`src/sv/pid_db_pkg.sv`:
```
// ----------------------------------------------------------------------------
// pid_db_pkg: shared types and constants of the deadband PID controller
// Field widths, register indexes, reset values and the error stage bundle.
// ----------------------------------------------------------------------------
package pid_db_pkg;

  localparam int ERR_W   = 16;
  localparam int DIFF_W  = ERR_W + 1;
  localparam int ESUM_W  = 32;
  localparam int GAIN_W  = 16;
  localparam int DB_W    = 15;
  localparam int DRIVE_W = 32;
  localparam int IDX_W   = 3;
  localparam int CFG_W   = 16;

  localparam int PROD_P_W = GAIN_W + ERR_W;
  localparam int PROD_I_W = GAIN_W + ESUM_W;
  localparam int PROD_D_W = GAIN_W + DIFF_W;
  localparam int ACC_W    = PROD_I_W + 2;
  localparam int FRAC_W   = 8;

  localparam logic [DB_W-1:0] DEADBAND_RESET = 15'd154;

  typedef enum logic [IDX_W-1:0] {
    REG_GAIN_P          = 3'd0,
    REG_GAIN_I          = 3'd1,
    REG_GAIN_D          = 3'd2,
    REG_DEADBAND        = 3'd3,
    REG_DEADBAND_ENABLE = 3'd4
  } reg_idx_t;

  typedef struct packed {
    logic signed [ERR_W-1:0]  err;
    logic signed [ESUM_W-1:0] esum;
    logic signed [DIFF_W-1:0] diff;
  } err_stage_t;

endpackage

```
`src/sv/pid_db_err.sv`:
```
// ----------------------------------------------------------------------------
// pid_db_err: error front end
// Saturated error, deadband, saturating integral and error difference.
// ----------------------------------------------------------------------------
module pid_db_err (
  input  logic signed [pid_db_pkg::ERR_W-1:0]  target,
  input  logic signed [pid_db_pkg::ERR_W-1:0]  feedback,
  input  logic        [pid_db_pkg::DB_W-1:0]   deadband,
  input  logic                                 deadband_enable,
  input  logic signed [pid_db_pkg::ESUM_W-1:0] error_sum,
  input  logic signed [pid_db_pkg::ERR_W-1:0]  previous_error,
  output pid_db_pkg::err_stage_t               res
);

  localparam int EW = pid_db_pkg::ERR_W;
  localparam int SW = pid_db_pkg::ESUM_W;

  logic signed [EW:0]   raw;
  logic signed [EW-1:0] sat;
  logic        [EW:0]   mag;
  logic signed [EW-1:0] err;
  logic signed [SW:0]   sum_raw;
  logic signed [SW-1:0] sum_sat;

  always_comb begin
    raw = {target[EW-1], target} - {feedback[EW-1], feedback};
    if (raw[EW] != raw[EW-1]) begin
      sat = raw[EW] ? {1'b1, {(EW-1){1'b0}}} : {1'b0, {(EW-1){1'b1}}};
    end else begin
      sat = raw[EW-1:0];
    end

    mag = sat[EW-1] ? ((EW+1)'(0) - {sat[EW-1], sat}) : {1'b0, sat};

    if (deadband_enable && (mag < {{(EW+1-pid_db_pkg::DB_W){1'b0}}, deadband})) begin
      err = '0;
    end else begin
      err = sat;
    end

    sum_raw = {error_sum[SW-1], error_sum} + {{(SW+1-EW){err[EW-1]}}, err};
    if (sum_raw[SW] != sum_raw[SW-1]) begin
      sum_sat = sum_raw[SW] ? {1'b1, {(SW-1){1'b0}}} : {1'b0, {(SW-1){1'b1}}};
    end else begin
      sum_sat = sum_raw[SW-1:0];
    end

    res.err  = err;
    res.esum = sum_sat;
    res.diff = {err[EW-1], err} - {previous_error[EW-1], previous_error};
  end

endmodule

```
`src/sv/pid_controller_with_deadband_top.sv`:
```
// ----------------------------------------------------------------------------
// pid_controller_with_deadband_top: positional PID loop with deadband
// Error stage, product stage and saturating output register.
// ----------------------------------------------------------------------------
// At accept the integral and last error update and the error stage loads; the
// item then passes the product and output registers. Throughput: one item per
// cycle unless stalled; a stage holds only while the next is full and stalled.
// Reset: gains 0, deadband 154, deadband enabled, integral and last error 0,
// pipeline empty.
module pid_controller_with_deadband_top (
  input  logic                                    clk,
  input  logic                                    rst,
  input  logic                                    cfg_valid,
  output logic                                    cfg_ready,
  input  logic        [pid_db_pkg::IDX_W-1:0]     cfg_index,
  input  logic        [pid_db_pkg::CFG_W-1:0]     cfg_data,
  input  logic                                    in_valid,
  output logic                                    in_ready,
  input  logic signed [pid_db_pkg::ERR_W-1:0]     target,
  input  logic signed [pid_db_pkg::ERR_W-1:0]     feedback,
  output logic                                    out_valid,
  input  logic                                    out_ready,
  output logic signed [pid_db_pkg::DRIVE_W-1:0]   drive
);

  localparam int AW = pid_db_pkg::ACC_W;
  localparam int PW = pid_db_pkg::PROD_P_W;
  localparam int IW = pid_db_pkg::PROD_I_W;
  localparam int DW = pid_db_pkg::PROD_D_W;
  localparam int OW = pid_db_pkg::DRIVE_W;
  localparam int QW = AW - pid_db_pkg::FRAC_W;

  logic signed [pid_db_pkg::GAIN_W-1:0] gain_p;
  logic signed [pid_db_pkg::GAIN_W-1:0] gain_i;
  logic signed [pid_db_pkg::GAIN_W-1:0] gain_d;
  logic        [pid_db_pkg::DB_W-1:0]   deadband;
  logic                                 deadband_enable;

  logic signed [pid_db_pkg::ESUM_W-1:0] error_sum;
  logic signed [pid_db_pkg::ERR_W-1:0]  previous_error;

  pid_db_pkg::err_stage_t front;
  pid_db_pkg::err_stage_t s1;
  logic                   s1_valid;
  logic                   s1_ready;

  logic signed [PW-1:0] prod_p;
  logic signed [IW-1:0] prod_i;
  logic signed [DW-1:0] prod_d;
  logic                 s2_valid;
  logic                 s2_ready;
  logic                 out_free;

  logic signed [AW-1:0] acc;
  logic signed [QW-1:0] quot;
  logic signed [OW-1:0] drive_next;

  assign cfg_ready = 1'b1;

  always_ff @(posedge clk) begin
    if (rst) begin
      gain_p          <= '0;
      gain_i          <= '0;
      gain_d          <= '0;
      deadband        <= pid_db_pkg::DEADBAND_RESET;
      deadband_enable <= 1'b1;
    end else if (cfg_valid) begin
      case (cfg_index)
        pid_db_pkg::REG_GAIN_P:          gain_p <= cfg_data;
        pid_db_pkg::REG_GAIN_I:          gain_i <= cfg_data;
        pid_db_pkg::REG_GAIN_D:          gain_d <= cfg_data;
        pid_db_pkg::REG_DEADBAND:        deadband <= cfg_data[pid_db_pkg::DB_W-1:0];
        pid_db_pkg::REG_DEADBAND_ENABLE: deadband_enable <= cfg_data[0];
        default: ;
      endcase
    end
  end

  pid_db_err u_err (
    .target          (target),
    .feedback        (feedback),
    .deadband        (deadband),
    .deadband_enable (deadband_enable),
    .error_sum       (error_sum),
    .previous_error  (previous_error),
    .res             (front)
  );

  assign out_free = !out_valid || out_ready;
  assign s2_ready = !s2_valid || out_free;
  assign s1_ready = !s1_valid || s2_ready;
  assign in_ready = s1_ready;

  // Error stage: advance loop state on each accepted item
  always_ff @(posedge clk) begin
    if (rst) begin
      s1_valid       <= 1'b0;
      error_sum      <= '0;
      previous_error <= '0;
    end else if (s1_ready) begin
      s1_valid <= in_valid;
      if (in_valid) begin
        error_sum      <= front.esum;
        previous_error <= front.err;
      end
    end
  end

  always_ff @(posedge clk) begin
    if (in_valid && s1_ready) begin
      s1 <= front;
    end
  end

  // Product stage
  always_ff @(posedge clk) begin
    if (rst) begin
      s2_valid <= 1'b0;
    end else if (s2_ready) begin
      s2_valid <= s1_valid;
    end
  end

  always_ff @(posedge clk) begin
    if (s1_valid && s2_ready) begin
      prod_p <= gain_p * $signed(s1.err);
      prod_i <= gain_i * $signed(s1.esum);
      prod_d <= gain_d * $signed(s1.diff);
    end
  end

  // Sum, floor scale and saturate
  always_comb begin
    acc = {{(AW-PW){prod_p[PW-1]}}, prod_p}
        + {{(AW-IW){prod_i[IW-1]}}, prod_i}
        + {{(AW-DW){prod_d[DW-1]}}, prod_d};
    quot = acc[AW-1:pid_db_pkg::FRAC_W];
    if (quot[QW-1:OW-1] == {(QW-OW+1){quot[QW-1]}}) begin
      drive_next = quot[OW-1:0];
    end else begin
      drive_next = quot[QW-1] ? {1'b1, {(OW-1){1'b0}}} : {1'b0, {(OW-1){1'b1}}};
    end
  end

  always_ff @(posedge clk) begin
    if (rst) begin
      out_valid <= 1'b0;
    end else if (out_free) begin
      out_valid <= s2_valid;
    end
  end

  always_ff @(posedge clk) begin
    if (s2_valid && out_free) begin
      drive <= drive_next;
    end
  end

endmodule

```
`config.mk`:
```
export PLATFORM = sky130hd
export DESIGN_NAME = pid_controller_with_deadband_top
export DESIGN_NICKNAME = d
export VERILOG_FILES = /design/src/sv/pid_db_pkg.sv /design/src/sv/pid_db_err.sv /design/src/sv/pid_controller_with_deadband_top.sv
export SDC_FILE = /design/constraint.sdc
export NUM_CORES = 2
export LEC_CHECK = 0
export BUFFER_PORTS_ARGS = -buffer_cell sky130_fd_sc_hd__buf_2
export CAP_MARGIN = 20
export CORE_MARGIN = 5
export CORE_UTILIZATION = 60
export DETAILED_ROUTE_END_ITERATION = 8
export PLACE_DENSITY_LB_ADDON = 0.25
export RECOVER_POWER = 100
export SLEW_MARGIN = 15
export SYNTH_ARGS = -nofsm -noshare
export SYNTH_HDL_FRONTEND = slang
export SYNTH_HIERARCHICAL = 1
export SYNTH_SLANG_ARGS = --single-unit
```
`constraint.sdc`:
```
create_clock -name clk -period 10.5 [get_ports clk]
set_clock_uncertainty 0.2 [all_clocks]
set_input_delay 2.1 -clock clk [delete_from_list [all_inputs] [get_ports clk]]
set_output_delay 2.1 -clock clk [all_outputs]
set_load 0.005 [all_outputs]
```
==> reports/metrics.sh <==
HOLD_PATH_CLASS='reg -> reg'
CLK_PIN_SLEW_NS=0.06
MAX-VDD-IR-DROP_uV=148
MAX_FREQ_GHz=0.101
SYNTH_SEQ_AREA_SHARE=0.153
CLOCK-SINKS=325
SYNTH_TOP_AREA_FRAC=0.381
FINAL-SEQ-AREA_UM2=8620
SYNTH_TOP_FLOP_CELL='sky130_fd_sc_hd__edfxtp_1'
CORE_AREA_UM2=93300
FLIP_FLOP_AND_LATCH_COUNT_AFTER_SYNTHESIS=325
SLOWEST_DELAY_NS=0.43
WORST_PIN_SLEW_NS=4.33
TRITONCTS.NUM_BUFFERS=38
COMMONEST_CELLS_IN_THE_NETLIST='sky130_fd_sc_hd__inv_1 (1254), sky130_fd_sc_hd__fa_1 (1074), sky130_fd_sc_hd__nand2_1 (937)'
GLOBAL_ROUTE.USAGE.TOTAL=0.294
CRIT_PATH_END_KIND='flip-flop'
REGTOREGSETUPSLACK_NS=2.15
ROUTABILITYCONGESTION=0.931
MAXCAPVIOLATIONS=5
WHS_ENDPOINT='previous_error[7]$_SDFFE_PP0P_'
NUMBER_OF_DRC_VIOLATIONS_AFTER_DETAILED_ROUTING=0
PORT_BUFFERS=89
HOLDWS_NS=0.255
POST_SYNTH.CELL_AREA_AVG_UM2=9.27
LEAKAGEPOWER_nW=28.2
FAILING_CHECKS='capacitance limit, slew limit'
DRT-WIRELENGTH-PER-CELL_UM=19.2
CLOCK_TREE.HTREE_LEVEL_COUNT=2
CRITICALPATHCATEGORY='in -> reg'
EFFECTIVE_UTILIZATION_AT_FLOORPLAN=0.604
POSTROUTEANTENNANETS=0
REPORT.FINAL.SETUP_VIOL=0
ROUTE.VIAS.TOTAL=41300
DIE_SPAN_IN_Y_UM=317
WIRE_LENGTH_OF_THE_FIRST_GLOBAL_ROUTING_PASS_UM=233000
POST_CTS.REPAIR.SETUP_BUFFERS=0
MIN_FROM='previous_error[7]$_SDFFE_PP0P_'
FP.DIEW_UM=317
FULL_DIE_AREA_UM2=100000
AVGVIACOUNTPERCELL=5.63
PLACE.DETAILED.INSTANCES=7254
CRITPATHMAXFANOUT=13
MULTI_INPUT_AREA_UM2=42200
NUM_ANTENNA_CELLS=0
SYNTHESIS.NETS=7617
INITIAL_ANTENNA_VIOLATION_COUNT=0
NUM-FILL-CELLS=7882
YOSYSTOPAREACELL='sky130_fd_sc_hd__fa_1'
GRT_MAX_DEGREE=103
IOS=91
HOLDPATHSTAGES=2
FINAL_NET_COUNT=7578
PLACEMENT_ROWS=112
VIA_COUNT_OF_THE_FIRST_GLOBAL_ROUTING_PASS=44300
DRT_FIRST_PASS_ITERS=6
POST-ROUTE-UTIL=0.633
DPL.HPWL_UM=113000
NETLIST_AREA_UM2=56400
SYNTHTOLAYOUTAREAGROWTH_PCT=4.85
CTS.ROOT.BUFFER_CELL='sky130_fd_sc_hd__clkbuf_16'
DR.FIRST_ITER.DRC_COUNT=2889
CLOCK_INSERTION_DELAY_WORST_SKEW_NS=0.60
NETLIST_INSTANCES=6080
NUMBER_OF_ENABLE_TYPE_REGISTER_CELLS_IN_THE_SYNTHESIZED_NETLIST=210
RSZ_0062_RAISED_AFTER_GLOBAL_ROUTING='no'
FINALWORSTPATHREQUIREDPERIOD_NS=9.88
SYNTHDISTINCTLIBCELLS=111
SYNTH.YOSYS.WARNINGS=6
SYNTHMOSTINSTANTIATEDCELL='sky130_fd_sc_hd__inv_1'
TRITONCTS='built'
GRT-OVFL-TOTAL=0
CTSLONGESTPATHBUFFERS=3
CRITICAL_PATH_ARRIVAL_NS=10.18
CP-START-KIND='input port'
POWERDENSITY_nW_PER_UM2=147
FINAL_LAYOUT_SIZE_SUFFIX_GT1_FRAC=0.0376
CP_DATA_REQUIRED_TIME_NS=10.80
STATUS='finished, violations left'
POST_LAYOUT_NONFILLER_INSTANCES=7325
SYNTH-ASYNC-RESET-RATIO=0
REPORT.FINAL.HOLD_VIOL_COUNT=0
LAYOUT_WORST_PATH_CYCLE_SHARE=0.941
CRITPATHSLOWESTCELL='sky130_fd_sc_hd__fa_1'
MAX-SLEW-MARGIN-REL=-1.89
MAXSLEWVIOLCOUNT=231
WORST_R2R_SRC='gain_i[1]$_SDFFE_PP0P_'
WL_UM=141000
SYNTH_AREA_LEADERS='sky130_fd_sc_hd__fa_1 (38%), sky130_fd_sc_hd__edfxtp_1 (11%), sky130_fd_sc_hd__ha_1 (9.0%), sky130_fd_sc_hd__inv_1 (8.3%), sky130_fd_sc_hd__nand2_1 (6.2%)'
WORST_R2R_PATH_DEPTH=22
CRITICAL_PATH.REG2REG.ENDPOINT='prod_i[47]$_DFFE_PP_'
report_power, final:
group | switching, mW | total (mW) | leakage [nW] | internal, mW
Clock | 0.560 | 1.32 | 0.592 | 0.760
Sequential | 0.819 | 2.64 | 2.95 | 1.82
Combinational | 2.86 | 4.70 | 24.7 | 1.84
per-stage QoR:
step	setup WS (ns)	TNS [ns]	power [mW]	cell area, um^2
5_1_grt	0.000186	0	9.35	59100
3_5_place_dp	-0.334	-8.47	7.28	57900
2_1_floorplan	0.596	0	5.66	56400
6_report	0.623	0	8.66	59100
3_3_place_gp	-0.223	-3.87	7.19	57900
4_1_cts	0.253	0	8.64	59200
registers in the layout, summed over array words and instances, names as in the netlist:
register         cells
gain_i              16
out_valid            1
s2_valid             1
previous_error      16
gain_p              16
prod_i              48
prod_p              32
s1                  65
error_sum           32
deadband_enable      1
prod_d              33
drive               32
s1_valid             1
gain_d              16
deadband            15
final cells by class:
class / instances / area share
Clock buffer: 45 / 0.0169
Clock inverter: 25 / 0.00392
Inverter: 1256 / 0.0798
Multi-Input combinational cell: 4278 / 0.714
Sequential cell: 325 / 0.146
Tap cell: 1254 / 0.0265
Timing Repair Buffer: 142 / 0.0134
layer usage:
metal / GRT usage / vias to the layer above / share of wire
li1: - / 18700 / -
met1: 0.393 / 20700 / 0.40
met2: 0.485 / 1506 / 0.47
met3: 0.0476 / 360 / 0.074
met4: 0.120 / 0 / 0.050
met5: 0 / - / 0
how the worst max path moves through the flow:
stage               slack (ns)         from  depth (start not counted)                         end
floorplan                 0.60  feedback[8]                         43  error_sum[26]$_SDFFE_PP0P_
global placement         -0.22    target[0]                         41  error_sum[30]$_SDFFE_PP0P_
detailed placement       -0.33    target[0]                         42  error_sum[30]$_SDFFE_PP0P_
CTS                       0.25    target[0]                         42  error_sum[30]$_SDFFE_PP0P_
global route            0.0002    target[0]                         41   error_sum[4]$_SDFFE_PP0P_
finish                    0.62    target[0]                         43   error_sum[4]$_SDFFE_PP0P_
cell families after synthesis:
logic type	share of synthesized area
AO/OA/AOI/OAI	0.0852
XOR/XNOR	0.0329
adder cells (fa/ha/maj)	0.472
buffers and inverters	0.0995
flip-flops	0.153
multiplexers	0.00708
other	0.0000665
AND/OR/NAND/NOR	0.150
critical path, delay by kind of cell:
kind            cells  cell delay, ns
compound gates     21            4.75
fa+ha+maj           5            1.54
buf+inv             6            0.67
simple gates       11            1.11
cells in the final DEF, fill, tap and decap left out, drive strengths merged, types with 9 or more instances in the layout:
master,Yosys,final
or2,9,9
nand3,50,50
a21boi,12,12
xnor2,143,143
and3,21,21
inv,1255,1257
a31oi,22,22
mux2i,33,33
dfxtp,115,115
a211oi,30,30
a2111oi,9,9
and2,408,408
nand3b,12,12
xor2,69,69
nand4,22,22
nand2b,43,43
nor3,48,48
edfxtp,210,210
a21oi,311,311
a21o,76,76
clkinv,1,17
o21bai,32,32
clkbuf,201,86
o21a,31,31
nor2b,28,28
fa,1074,1074
buf,20,101
o211ai,15,15
nand2,938,938
ha,407,407
or3,9,9
nor2,179,179
o21ai,130,130
timing repair:
| action | 4_1_cts | 5_1_grt |
|---|---|---|
| gates resized for setup | 0 | 5 |
| setup endpoints to repair | 0 | 56 |
| hold buffers | 0 | 0 |
Note: power is estimated with default switching activity, not from simulation.
